==> src/smpq_pkg.sv <==
// Package for the stable minimum priority queue.
// Holds payload types, status and opcode codes, controller states and the
// command and status structs between controller and datapath. No dependencies.
package smpq_pkg;

  typedef logic [15:0]        value_t;
  typedef logic signed [15:0] prio_t;

  typedef enum logic {
    OP_INSERT = 1'b0,
    OP_REMOVE = 1'b1
  } op_e;

  typedef enum logic [1:0] {
    STATUS_INSERTED = 2'd0,
    STATUS_FULL     = 2'd1,
    STATUS_REMOVED  = 2'd2,
    STATUS_EMPTY    = 2'd3
  } status_e;

  typedef enum logic [2:0] {
    ST_IDLE,
    ST_SCAN,
    ST_SETUP,
    ST_SHIFT,
    ST_DONE
  } state_e;

  typedef struct packed {
    prio_t  prio;
    value_t value;
  } entry_t;

  typedef struct packed {
    logic accept;
    logic scan;
    logic setup;
    logic shift;
    logic out_load;
  } dp_cmd_t;

  typedef struct packed {
    logic need_scan;
    logic scan_done;
    logic shift_done;
    logic out_free;
  } dp_sts_t;

endpackage

==> src/smpq_in_if.sv <==
// Input channel of the priority queue: valid, ready and the request beat.
// Depends on smpq_pkg.
interface smpq_in_if;
  logic            valid;
  logic            ready;
  logic            op;
  smpq_pkg::value_t value;
  smpq_pkg::prio_t  priority_req;

  modport source (output valid, output op, output value, output priority_req, input ready);
  modport sink   (input valid, input op, input value, input priority_req, output ready);
endinterface

==> src/smpq_out_if.sv <==
// Output channel of the priority queue: valid, ready and the result beat.
// Depends on smpq_pkg.
interface smpq_out_if;
  logic             valid;
  logic             ready;
  smpq_pkg::value_t value_out;
  logic [1:0]       status;
  logic [5:0]       count;

  modport source (output valid, output value_out, output status, output count, input ready);
  modport sink   (input valid, input value_out, input status, input count, output ready);
endinterface

==> src/smpq_ram.sv <==
// Generic single-write, single-read RAM with a registered read port.
// No dependencies.
module smpq_ram #(
  parameter int WIDTH = 32,
  parameter int DEPTH = 32
) (
  input  logic                     clk_i,
  input  logic                     we_i,
  input  logic [$clog2(DEPTH)-1:0] waddr_i,
  input  logic [WIDTH-1:0]         wdata_i,
  input  logic [$clog2(DEPTH)-1:0] raddr_i,
  output logic [WIDTH-1:0]         rdata_o
);

  logic [WIDTH-1:0] mem [DEPTH];
  logic [WIDTH-1:0] rdata_q;

  always_ff @(posedge clk_i) begin
    if (we_i) begin
      mem[waddr_i] <= wdata_i;
    end
    rdata_q <= mem[raddr_i];
  end

  assign rdata_o = rdata_q;

endmodule

==> src/smpq_ctrl.sv <==
// Controller state machine of the priority queue.
// Sequences accept, scan, shift and result load. Depends on smpq_pkg.
module smpq_ctrl (
  input  logic              clk_i,
  input  logic              rst_ni,
  input  logic              in_valid_i,
  output logic              in_ready_o,
  input  smpq_pkg::dp_sts_t sts_i,
  output smpq_pkg::dp_cmd_t cmd_o
);
  import smpq_pkg::*;

  state_e state_q, state_d;

  always_ff @(posedge clk_i or negedge rst_ni) begin
    if (!rst_ni) begin
      state_q <= ST_IDLE;
    end else begin
      state_q <= state_d;
    end
  end

  always_comb begin
    state_d    = state_q;
    cmd_o      = '0;
    in_ready_o = 1'b0;
    case (state_q)
      ST_IDLE: begin
        in_ready_o = 1'b1;
        if (in_valid_i) begin
          cmd_o.accept = 1'b1;
          state_d      = sts_i.need_scan ? ST_SCAN : ST_DONE;
        end
      end
      ST_SCAN: begin
        cmd_o.scan = 1'b1;
        if (sts_i.scan_done) begin
          state_d = ST_SETUP;
        end
      end
      ST_SETUP: begin
        cmd_o.setup = 1'b1;
        state_d     = ST_SHIFT;
      end
      ST_SHIFT: begin
        cmd_o.shift = 1'b1;
        if (sts_i.shift_done) begin
          state_d = ST_DONE;
        end
      end
      ST_DONE: begin
        if (sts_i.out_free) begin
          cmd_o.out_load = 1'b1;
          state_d        = ST_IDLE;
        end
      end
      default: begin
        state_d = ST_IDLE;
      end
    endcase
  end

endmodule

==> src/smpq_datapath.sv <==
// Datapath of the priority queue: entry RAM, count, scan and shift pointers,
// best-entry registers and the output register. Depends on smpq_pkg, smpq_ram.
module smpq_datapath #(
  parameter int CAPACITY = 32
) (
  input  logic              clk_i,
  input  logic              rst_ni,
  input  logic              in_op_i,
  input  smpq_pkg::value_t  in_value_i,
  input  smpq_pkg::prio_t   in_prio_i,
  output logic              out_valid_o,
  input  logic              out_ready_i,
  output smpq_pkg::value_t  out_value_o,
  output logic [1:0]        out_status_o,
  output logic [5:0]        out_count_o,
  input  smpq_pkg::dp_cmd_t cmd_i,
  output smpq_pkg::dp_sts_t sts_o
);
  import smpq_pkg::*;

  localparam int AW    = $clog2(CAPACITY);
  localparam int CNT_W = $clog2(CAPACITY + 1);

  logic [CNT_W-1:0] count_q, count_d;
  logic [AW-1:0]    ptr_q, ptr_d;
  logic             issuing_q, issuing_d;
  logic             rd_vld_q, rd_vld_d;
  logic [AW-1:0]    rd_idx_q;
  logic [AW-1:0]    last_idx;
  logic             full;
  logic             is_insert;

  logic [AW-1:0]    best_idx_q;
  prio_t            best_prio_q;
  value_t           best_val_q;
  value_t           res_val_q;
  status_e          status_q;
  logic             out_valid_q;
  value_t           out_value_q;
  status_e          out_status_q;
  logic [5:0]       out_count_q;

  logic             ram_we;
  logic [AW-1:0]    ram_waddr;
  entry_t           ram_wdata;
  entry_t           ram_rdata;
  logic             better;

  assign last_idx  = AW'(count_q - CNT_W'(1));
  assign full      = (count_q == CNT_W'(CAPACITY));
  assign is_insert = (in_op_i == OP_INSERT);
  assign better    = (rd_idx_q == '0) || (ram_rdata.prio < best_prio_q);

  smpq_ram #(
    .WIDTH ($bits(entry_t)),
    .DEPTH (CAPACITY)
  ) u_ram (
    .clk_i   (clk_i),
    .we_i    (ram_we),
    .waddr_i (ram_waddr),
    .wdata_i (ram_wdata),
    .raddr_i (ptr_q),
    .rdata_o (ram_rdata)
  );

  always_comb begin
    ram_we    = 1'b0;
    ram_waddr = rd_idx_q - AW'(1);
    ram_wdata = ram_rdata;
    if (cmd_i.accept && is_insert && !full) begin
      ram_we          = 1'b1;
      ram_waddr       = count_q[AW-1:0];
      ram_wdata.prio  = in_prio_i;
      ram_wdata.value = in_value_i;
    end else if (cmd_i.shift && rd_vld_q) begin
      ram_we = 1'b1;
    end
  end

  always_comb begin
    count_d   = count_q;
    ptr_d     = ptr_q;
    issuing_d = issuing_q;
    rd_vld_d  = 1'b0;
    if (cmd_i.accept) begin
      ptr_d     = '0;
      issuing_d = sts_o.need_scan;
      if (is_insert && !full) begin
        count_d = count_q + CNT_W'(1);
      end
    end else if (cmd_i.setup) begin
      ptr_d     = best_idx_q + AW'(1);
      issuing_d = (best_idx_q != last_idx);
    end else if (cmd_i.scan || cmd_i.shift) begin
      rd_vld_d = issuing_q;
      if (issuing_q) begin
        if (ptr_q == last_idx) begin
          issuing_d = 1'b0;
        end else begin
          ptr_d = ptr_q + AW'(1);
        end
      end
      if (cmd_i.shift && sts_o.shift_done) begin
        count_d = count_q - CNT_W'(1);
      end
    end
  end

  always_ff @(posedge clk_i or negedge rst_ni) begin
    if (!rst_ni) begin
      count_q     <= '0;
      ptr_q       <= '0;
      issuing_q   <= 1'b0;
      rd_vld_q    <= 1'b0;
      out_valid_q <= 1'b0;
    end else begin
      count_q   <= count_d;
      ptr_q     <= ptr_d;
      issuing_q <= issuing_d;
      rd_vld_q  <= rd_vld_d;
      if (cmd_i.out_load) begin
        out_valid_q <= 1'b1;
      end else if (out_ready_i) begin
        out_valid_q <= 1'b0;
      end
    end
  end

  always_ff @(posedge clk_i) begin
    rd_idx_q <= ptr_q;
    if (cmd_i.accept) begin
      res_val_q <= '0;
      if (is_insert) begin
        status_q <= full ? STATUS_FULL : STATUS_INSERTED;
      end else begin
        status_q <= (count_q == '0) ? STATUS_EMPTY : STATUS_REMOVED;
      end
    end
    if (cmd_i.scan && rd_vld_q && better) begin
      best_idx_q  <= rd_idx_q;
      best_prio_q <= ram_rdata.prio;
      best_val_q  <= ram_rdata.value;
    end
    if (cmd_i.setup) begin
      res_val_q <= best_val_q;
    end
    if (cmd_i.out_load) begin
      out_value_q  <= res_val_q;
      out_status_q <= status_q;
      out_count_q  <= 6'(count_q);
    end
  end

  assign sts_o.need_scan  = !is_insert && (count_q != '0);
  assign sts_o.scan_done  = rd_vld_q && (rd_idx_q == last_idx);
  assign sts_o.shift_done = !issuing_q && !rd_vld_q;
  assign sts_o.out_free   = !out_valid_q || out_ready_i;

  assign out_valid_o  = out_valid_q;
  assign out_value_o  = out_value_q;
  assign out_status_o = out_status_q;
  assign out_count_o  = out_count_q;

endmodule

==> src/stable_min_priority_queue_top.sv <==
// Stable minimum priority queue, top level. An insert goes from accept
// straight to the result load; a remove over N held entries scans all N and
// then shifts the entries behind the smallest one down, both through the one
// read port of the entry RAM. The next item is accepted only after the result load.
// One item is in work at a time; the output register lets the next item in
// while a result waits. Reset empties the queue; entry RAM is not cleared.
// Depends on smpq_pkg, smpq_in_if, smpq_out_if, smpq_ctrl, smpq_datapath.
module stable_min_priority_queue_top #(
  parameter int CAPACITY = 32
) (
  input  logic       clk_i,
  input  logic       rst_ni,
  smpq_in_if.sink    in_i,
  smpq_out_if.source out_o
);
  import smpq_pkg::*;

  dp_cmd_t cmd;
  dp_sts_t sts;

  smpq_ctrl u_ctrl (
    .clk_i      (clk_i),
    .rst_ni     (rst_ni),
    .in_valid_i (in_i.valid),
    .in_ready_o (in_i.ready),
    .sts_i      (sts),
    .cmd_o      (cmd)
  );

  smpq_datapath #(
    .CAPACITY (CAPACITY)
  ) u_datapath (
    .clk_i        (clk_i),
    .rst_ni       (rst_ni),
    .in_op_i      (in_i.op),
    .in_value_i   (in_i.value),
    .in_prio_i    (in_i.priority_req),
    .out_valid_o  (out_o.valid),
    .out_ready_i  (out_o.ready),
    .out_value_o  (out_o.value_out),
    .out_status_o (out_o.status),
    .out_count_o  (out_o.count),
    .cmd_i        (cmd),
    .sts_o        (sts)
  );

endmodule

==> src/flat_wrapper.sv <==
// flat-port wrapper written by rule: the top's interface ports become plain ports
module stable_min_priority_queue_top_flat import smpq_pkg::*;
#(
  parameter int CAPACITY = 32
)
  (clk_i, rst_ni, in_i_valid, in_i_op, in_i_value, in_i_priority_req, in_i_ready, out_o_valid, out_o_value_out, out_o_status, out_o_count, out_o_ready);
  smpq_in_if in_i_i ();
  smpq_out_if out_o_i ();
  input  logic clk_i;
  input  logic rst_ni;
  input wire logic [$bits(in_i_i.valid)-1:0] in_i_valid;
  input wire logic [$bits(in_i_i.op)-1:0] in_i_op;
  input wire logic [$bits(in_i_i.value)-1:0] in_i_value;
  input wire logic [$bits(in_i_i.priority_req)-1:0] in_i_priority_req;
  output wire logic [$bits(in_i_i.ready)-1:0] in_i_ready;
  output wire logic [$bits(out_o_i.valid)-1:0] out_o_valid;
  output wire logic [$bits(out_o_i.value_out)-1:0] out_o_value_out;
  output wire logic [$bits(out_o_i.status)-1:0] out_o_status;
  output wire logic [$bits(out_o_i.count)-1:0] out_o_count;
  input wire logic [$bits(out_o_i.ready)-1:0] out_o_ready;
  assign in_i_i.valid = in_i_valid;
  assign in_i_i.op = in_i_op;
  assign in_i_i.value = in_i_value;
  assign in_i_i.priority_req = in_i_priority_req;
  assign in_i_ready = in_i_i.ready;
  assign out_o_valid = out_o_i.valid;
  assign out_o_value_out = out_o_i.value_out;
  assign out_o_status = out_o_i.status;
  assign out_o_count = out_o_i.count;
  assign out_o_i.ready = out_o_ready;
  stable_min_priority_queue_top #(.CAPACITY(CAPACITY)) u_core (.clk_i(clk_i), .rst_ni(rst_ni), .in_i(in_i_i), .out_o(out_o_i));
endmodule
==> config.mk <==
export PLATFORM = sky130hd
export DESIGN_NAME = stable_min_priority_queue_top_flat
export DESIGN_NICKNAME = d
export VERILOG_FILES = /design/src/smpq_pkg.sv /design/src/smpq_in_if.sv /design/src/smpq_out_if.sv /design/src/smpq_ram.sv /design/src/smpq_ctrl.sv /design/src/smpq_datapath.sv /design/src/stable_min_priority_queue_top.sv /design/src/flat_wrapper.sv
export SDC_FILE = /design/constraint.sdc
export NUM_CORES = 1
export LEC_CHECK = 0
export BUFFER_PORTS_ARGS = -buffer_cell sky130_fd_sc_hd__buf_2
export CAP_MARGIN = 20
export CORE_UTILIZATION = 45
export CTS_CLUSTER_DIAMETER = 50
export DETAILED_ROUTE_END_ITERATION = 7
export REMOVE_ABC_BUFFERS = 1
export SYNTH_ARGS = -nofsm -noshare
export SYNTH_HDL_FRONTEND = slang
export SYNTH_SLANG_ARGS = --single-unit
==> constraint.sdc <==
create_clock -name clk_i -period 7.6 [get_ports clk_i]
set_input_delay 1.52 -clock clk_i [delete_from_list [all_inputs] [get_ports clk_i]]
set_output_delay 1.52 -clock clk_i [all_outputs]
set_load 0.02 [all_outputs]
==> results of run 1 <==
==> worst reg2reg max path: stages, from the launching register on <==
cell and delay [ns]:
dfrtp_1 0.62, inv_1 0.19, ha_1 0.23, nor2b_1 0.16
a311oi_4 0.78, buf_4 0.58, a21oi_1 0.12, a32oi_1 0.76
nor2_4 0.28, buf_12 0.26
==> power breakdown <==
group | switching, W | internal (W) | total (W)
clock | 0.00237 | 0.00335 | 0.00571
combinational | 0.00272 | 0.00181 | 0.00453
sequential | 0.000421 | 0.00835 | 0.00878
==> Yosys cell counts (2+ instances only) <==
| library cell | instances |
|---|---|
| mux2_2 | 64 |
| a21oi_1 | 13 |
| o221ai_1 | 2 |
| xnor3_1 | 2 |
| buf_4 | 16 |
| clkbuf_1 | 55 |
| nand2_1 | 30 |
| a21boi_0 | 2 |
| a32o_1 | 2 |
| o21a_1 | 3 |
| nand3_1 | 10 |
| nand3b_1 | 2 |
| o21ai_0 | 19 |
| mux2i_1 | 3 |
| a32oi_1 | 6 |
| ha_1 | 20 |
| a31oi_1 | 5 |
| xor2_1 | 9 |
| o21ai_1 | 2 |
| buf_1 | 7 |
| a21o_1 | 3 |
| nand4_1 | 8 |
| xnor2_1 | 16 |
| edfxtp_1 | 1103 |
| mux4_2 | 320 |
| buf_6 | 3 |
| nand2b_1 | 8 |
| dfxtp_1 | 37 |
| nor3_1 | 10 |
| inv_1 | 25 |
| nor2b_1 | 9 |
| dfrtp_1 | 17 |
| nor3b_1 | 3 |
| buf_2 | 16 |
| o22ai_1 | 2 |
| and2_1 | 17 |
| a22oi_1 | 3 |
| nor2_1 | 57 |
| nor4_1 | 3 |
| a211oi_1 | 3 |
==> state kept, by name (all words and copies together) (netlist names), 6 cells and up <==
| signal | count |
|---|---|
| u_core.u_datapath.u_ram.rdata_o | 32 |
| u_core.u_datapath.u_ram.mem | 1024 |
| u_core.u_datapath.out_count_o | 6 |
| u_core.u_datapath.best_prio_q | 16 |
| u_core.u_datapath.res_val_q | 16 |
| u_core.u_datapath.best_val_q | 16 |
| u_core.u_datapath.count_q | 6 |
| u_core.u_datapath.out_value_o | 16 |
==> logic make-up (layout without fill, tap and decap cells) <==
| kind of cell | count (synthesis) | in the layout | synth area share |
|---|---|---|---|
| DFF | 1157 | 1157 | 0.769 |
| muxes | 387 | 387 | 0.178 |
| and+or+nand+nor | 162 | 162 | 0.0177 |
| buffers and inverters | 123 | 350 | 0.0127 |
| AOI/OAI and AO/OA | 71 | 71 | 0.0107 |
| xor gates and xnor gates | 27 | 27 | 0.00592 |
| adders and majority gates | 20 | 20 | 0.00561 |
==> worst paths after layout <==
kind	from	end	slack, ns
min reg2reg	u_core.u_datapath.res_val_q[2]	u_core.u_datapath.out_value_o[2]	0.42
max reg2reg	u_core.u_datapath.count_q[0]	u_core.u_datapath.u_ram.mem[24][0]	3.33
min in group asynchronous	rst_ni	u_core.u_datapath.issuing_q	0.79
min	u_core.u_datapath.res_val_q[2]	u_core.u_datapath.out_value_o[2]	0.42
max in group asynchronous	rst_ni	u_core.u_datapath.ptr_q[1]	6.46
max	u_core.u_datapath.count_q[0]	u_core.u_datapath.u_ram.mem[24][0]	3.33
==> metrics by stage <==
step | setup TNS (ns) | util | setup WS [ns]
3_5_place_dp | 0 | 0.476 | 2.67
6_report | 0 | 0.516 | 3.33
3_3_place_gp | 0 | 0.475 | 2.69
4_1_cts | 0 | 0.516 | 3.36
5_1_grt | 0 | 0.516 | 3.10
2_1_floorplan | -138.63 | - | -3.71
==> area by class of cell <==
class | instances | area [µm²] | share of cell area
Multi-Input combinational cell | 667 | 9990 | 0.197
Inverter | 26 | 97.6 | 0.00193
Sequential cell | 1157 | 34300 | 0.677
Clock inverter | 55 | 602 | 0.0119
Timing Repair Buffer | 111 | 828 | 0.0163
Tap cell | 1287 | 1610 | 0.0318
Clock buffer | 158 | 3260 | 0.0642
==> per-layer routing <==
| layer | vias to the layer above | GRT usage | routed length [µm] |
|---|---|---|---|
| li1 | 8482 | - | - |
| met1 | 10901 | 0.290 | 42800 |
| met2 | 669 | 0.336 | 49700 |
| met3 | 156 | 0.0312 | 5520 |
| met4 | 0 | 0.0568 | 2330 |
| met5 | - | 0 | 0 |
==> impl_results.md, run 1 <==
- Outcome: finished, final reports clean
- Io pins: 63
- Netlist Area Pre-Place: between 0.04 and 0.05 mm²
- Crit-path slowest cell: a311oi_4
- Routed via count: 20,208
- Sequential share of the synthesized area: 0.769
- Layout Skew: 0.0209 ns
- H-tree depth: 3
- Root buffer cell: clkbuf_16
- Gr usage total: 0.206
- Slew of the pin with the lowest slew margin: 1.16 ns
- Core footprint: 0.0983 mm²
- Yosys top cell by area: edfxtp_1
- Drt drc: 0
- Flops & latches, synth: 1,157
- Row count: 115
- Critical path class: register to register
- Number of library cell types mapped by synthesis: 52
- Final period utilization: 0.561
- Buf/Inv on CP: 3
- Total power: 0.0190 W
- Max Freq: 234 MHz
- Largest net degree at the start of global routing: 156
- Commonest non-fill, non-tap cells in the layout: edfxtp_1, mux4_2, clkbuf_16
- Port Buf Inserts: 62
- LEAKAGE: 15.7 nW
- CP peak stage delay: 0.78 ns
- Post-CTS Setup Bufs: 0
- Dominant cells by area after synthesis: edfxtp_1, mux4_2, dfxtp_1
- Clock latency on the worst-skew pair: 0.69 ns
- # hold bufs at CTS: 0
- Overflow after GRT: 0
- Highest net fanout along the worst path: 23
- Share of cells above drive strength 1: 0.328
- Antenna cells: 0
- Max-cap viol count: 0
- CP Data Required Time: 8.03 ns
- Worst Hold Depth: 0
- Commonest non-fill, non-tap cell in the layout: edfxtp_1
- Clk slew on worst S/H paths: about 0.060 ns
- Num CTS Buffers: 118
- Number of gates resized after CTS: 0
- Worst endpoint data arrival time: 4.70 ns
- Dominant synthesized flop cell: edfxtp_1
- Worst setup SP type: register
- Die Footprint: 0.100 mm²
- Die Ht: 317 µm
- Hpwl dp: 55,800 µm
- CTS tree: done
- Worst Setup End Kind: register
- Post-layout min period: 4.27 ns
- Number of flops mapped to enable cells by yosys: 1,103
- Yosys top cell area share: 0.743
- Avg Inst Size Synth: 22.9 µm²
- GPL Wtd Cong: 0.804
- Critical path's top delay family: compound AO/OA/AOI/OAI gates
- Die X: 317 µm
- Initial core utilization: 0.454
- Antenna-violating nets left: 0
- Post-layout net count: 2,138
- CTS Sinks: 1,157
- Critical path depth: 9
- Hold slack: ~0.42 ns
- Vias per cell: 5.84
- Initial DRC count: 2,161
- Synth warn: 0
- Vias in the first global route: 20,981
- Total Wirelength: 100,000 µm
- Fin cells: 3,461
- Unrepaired setup endpoints after global routing: no
- Area grow syn2layout: 13.7%
- Asr flop ratio synth: 0.0147
- WL per Instance: between 20 and 30 µm
- 1st-pass router iterations: 5
- Pwr dens: 375 mW/mm²
- Max-slew violation count: 0
- # fillers: between 7,000 and 8,000
- Initial antenna violation count: 2
- Slew HR: 0.228
- VDD IR max: 0.000209 V
- DP Area: 0.0468 mm²
- Final hold viol count: 0
- Number of cells after detailed placement: 3,248
- Tightest Hold Check Type: register to register
- Setup-failing EPs final: 0
- Cells on worst reg2reg path: 9
- Deepest clock path buffer count: 3
- Post-route cell area: 0.0507 mm²
- Mapped Cells: 1,947
- First-pass GRT wire length: 147,000 µm
- Cell Chain, Critical Path: inv_1, ha_1, nor2b_1, a311oi_4, buf_4, a21oi_1, a32oi_1, nor2_4, buf_12
Note: power is estimated with default switching activity, not from simulation.
==> inputs of run 2 (changes only) <==
==> constraint.sdc (replaced) <==
create_clock -name clk_i -period 3.5 [get_ports clk_i]
set_input_delay 0.7 -clock clk_i [delete_from_list [all_inputs] [get_ports clk_i]]
set_output_delay 0.7 -clock clk_i [all_outputs]
set_load 0.02 [all_outputs]
==> run 2 against run 1 <==
  * Wire length increased by 7.9%
  * Sequential share of layout area decreased by 1.3 points
  * First-iteration DRC count rose by 18%
  * Cell area up 2.0%
  * Utilization up 1.0 points
  * Non-clock buffer count up 74
  * Setup slack got worse by 3.0 ns
  * Flip-flop and latch count unchanged
  * Largest cell class unchanged
  * Largest power group unchanged
==> impl_results.md, run 2 (same netlist as run 1, synthesis figures left out) <==
- Post-route core utilization: 0.526 (+0.0103)
- Top routing layer used: met5
- FF-to-FF End: u_core.u_datapath.u_ram.mem[25][15]
- Worst Setup End Kind: register
- Worst endpoint data arrival time: 3.56 ns (-1.14 ns)
- Clock latency on the worst-skew pair: 0.70 ns (about the same)
- R2R setup slack: 0.38 ns (-2.95 ns)
- Die Footprint: 0.100 mm² (unchanged)
- CTS Sinks: 1,157 (unchanged)
- Total Wirelength: 108,000 µm (+7.9%)
- DP Area: 0.0477 mm² (+1.9%)
- Hpwl dp: 60,900 µm (+9.3%)
- Routed via count: 21,159 (+4.7%)
- Post-layout net count: 2,211 (+3.4%)
- Cells on worst reg2reg path: 8 (-1)
- Layout Skew: 0.0304 ns (+0.00952 ns)
- Overflow after GRT: 0 (unchanged)
- LEAKAGE: 16.2 nW (+3.3%)
- Vias per cell: 5.97 (+2.3%)
- Total power: 0.0417 W (+120%)
- CTS tree: done
- Share of cells above drive strength 1: 0.351 (+0.0234)
- Antenna-violating nets left: 0 (unchanged)
- Setup TNS Final: 0 ns (unchanged)
- Final hold viol count: 0 (unchanged)
- # fillers: 7,440 (-1.1%)
- Final period utilization: 0.892 (+0.330)
- Beginning of the critical path: u_core.u_ctrl.state_q[2]
- Number of gates resized after CTS: 0 (unchanged)
- Max-cap viol count: 0 (unchanged)
- Highest net fanout along the worst path: 22 (-4.3%)
- Gr usage total: 0.220 (+0.0143)
- Initial core utilization: 0.454 (unchanged)
- VDD IR max: 0.000436 V (+110%)
- Largest net degree at the start of global routing: 76 (-51%)
- Initial antenna violation count: 2 (unchanged)
- CP Data Required Time: 3.94 ns (-4.09 ns)
- Num CTS Buffers: 117 (-0.85%)
- Slew HR: 0.285 (+0.0561)
- Post-layout min period: 3.12 ns (-1.15 ns)
- Unrepaired setup endpoints after global routing: no
- Die X: 317 µm (unchanged)
- Worst setup SP type: register
- Slew of the pin with the lowest slew margin: 1.07 ns (-0.0842 ns)
- Initial DRC count: 2,551 (+18%)
- Post-route cell area: 0.0517 mm² (+2.0%)
- Tightest Hold Check Type: input port to register
- Vias in the first global route: 21,475 (+2.4%)
- Commonest non-fill, non-tap cell in the layout: edfxtp_1
- DP Worst Slack: 0.308 ns (-2.36 ns)
- Metal2 WL: 51,000 µm (+2.6%)
- WL per Instance: 30.6 µm (+5.4%)
- Max-slew violation count: 0 (unchanged)
- Drt drc: 0 (unchanged)
- Die Ht: 317 µm (unchanged)
- Antenna cells: 0 (unchanged)
- Pwr dens: 807 mW/mm² (+120%)
- RR Startpoint: u_core.u_ctrl.state_q[2]
- Max reg flops: 1,024 (unchanged)
- Core footprint: 0.0983 mm² (unchanged)
- Max Freq: 320 MHz (+37%)
- Met3 Wirelength: 7850 µm (+42%)
- Row count: 115 (unchanged)
- Final worst slack: 0.379 ns (-2.95 ns)
- 1st-pass router iterations: 5 (unchanged)
- H-tree depth: 3 (unchanged)
- Critical path class: register to register
- Port Buf Inserts: 62 (unchanged)
- Outcome: finished, final reports clean
- Commonest non-fill, non-tap cells in the layout: edfxtp_1, mux4_2, clkbuf_16
- First-pass GRT wire length: 155,000 µm (+5.6%)
- Post-CTS Setup Bufs: 0 (unchanged)
- Clk slew on worst S/H paths: 0.06 ns (about the same)
- GPL Wtd Cong: 0.789 (-1.9%)
- WL met1: 47,200 µm (+10%)
- Largest Register: u_core.u_datapath.u_ram.mem
- Io pins: 63 (unchanged)
- Setup-failing EPs final: 0 (unchanged)
- Area grow syn2layout: 15.9%
- Capture point of the worst path: u_core.u_datapath.u_ram.mem[25][15]
- Root buffer cell: clkbuf_16
- Deepest clock path buffer count: 3 (unchanged)
## run 2: cell count changes in the layout (fill, tap and decap cells not counted), moves of 3 or more
cell       before  now
buf_4          37   82
buf_12         12   40
clkinv_2       14   18
bufinv_16      10   13
clkbuf_8       11    8
## run 2: how the worst min path moves through the flow
| stage | cells after the start | startpoint | slack, ns | end |
|---|---|---|---|---|
| 2_1_floorplan | 0 | rst_ni | 0.40 | u_core.u_ctrl.state_q[0] |
| 3_3_place_gp | 0 | u_core.u_datapath.res_val_q[8] | 0.40 | u_core.u_datapath.out_value_o[8] |
| 3_5_place_dp | 0 | u_core.u_datapath.res_val_q[8] | 0.41 | u_core.u_datapath.out_value_o[8] |
| 4_1_cts | 3 | out_o_ready | 0.26 | u_core.u_datapath.out_valid_o |
| 5_1_grt | 1 | in_i_op | 0.29 | u_core.u_datapath.status_q[1] |
| 6_report | 3 | out_o_ready | 0.30 | u_core.u_datapath.out_valid_o |
## run 2: where the power goes
group          switching (W)  leakage [nW]  total, W  internal [W]
Clock                0.00527          1.92    0.0127       0.00745
Sequential          0.000690          10.4    0.0188        0.0181
Combinational        0.00586          3.86    0.0102       0.00433
## run 2: through the flow
step / cells / hold WS, ns
finish: 3544 / 0.296
global route: 3544 / 0.288
CTS: 3544 / 0.256
detailed placement: 3321 / 0.405
global placement: 3321 / 0.404
floorplan: 1850 / 0.400
## run 2: area by class of cell
class / instances / area (µm²) / share of cell area
repair buffers: 185 / 1740 / 0.0336
multi-input cells: 667 / 9990 / 0.193
inverters: 26 / 97.6 / 0.00189
flip-flops and latches: 1157 / 34300 / 0.664
clock inverters: 67 / 744 / 0.0144
clock buffers: 155 / 3210 / 0.0622
well taps: 1287 / 1610 / 0.0312
## run 2: worst max-delay path: stages (launching register included)
cell and delay (ns):
dfrtp_1 0.52, nor3_2 0.19, nand2_1 0.19, a311oi_4 0.30, buf_4 0.28, a21oi_1 0.08
a32oi_1 0.81, nor2_4 0.22, buf_4 0.26
## run 2: metal layers
layer / global-route usage / vias up
met2: 0.337 / 887
met5: 0.00710 / -
met1: 0.327 / 11485
li1: - / 8651
met4: 0.0559 / 2
met3: 0.0415 / 134
## run 2: timing repair
item,CTS,global route
hold endpoints to repair,17,0
hold buffers,1,0
endpoints found under the setup margin,0,0
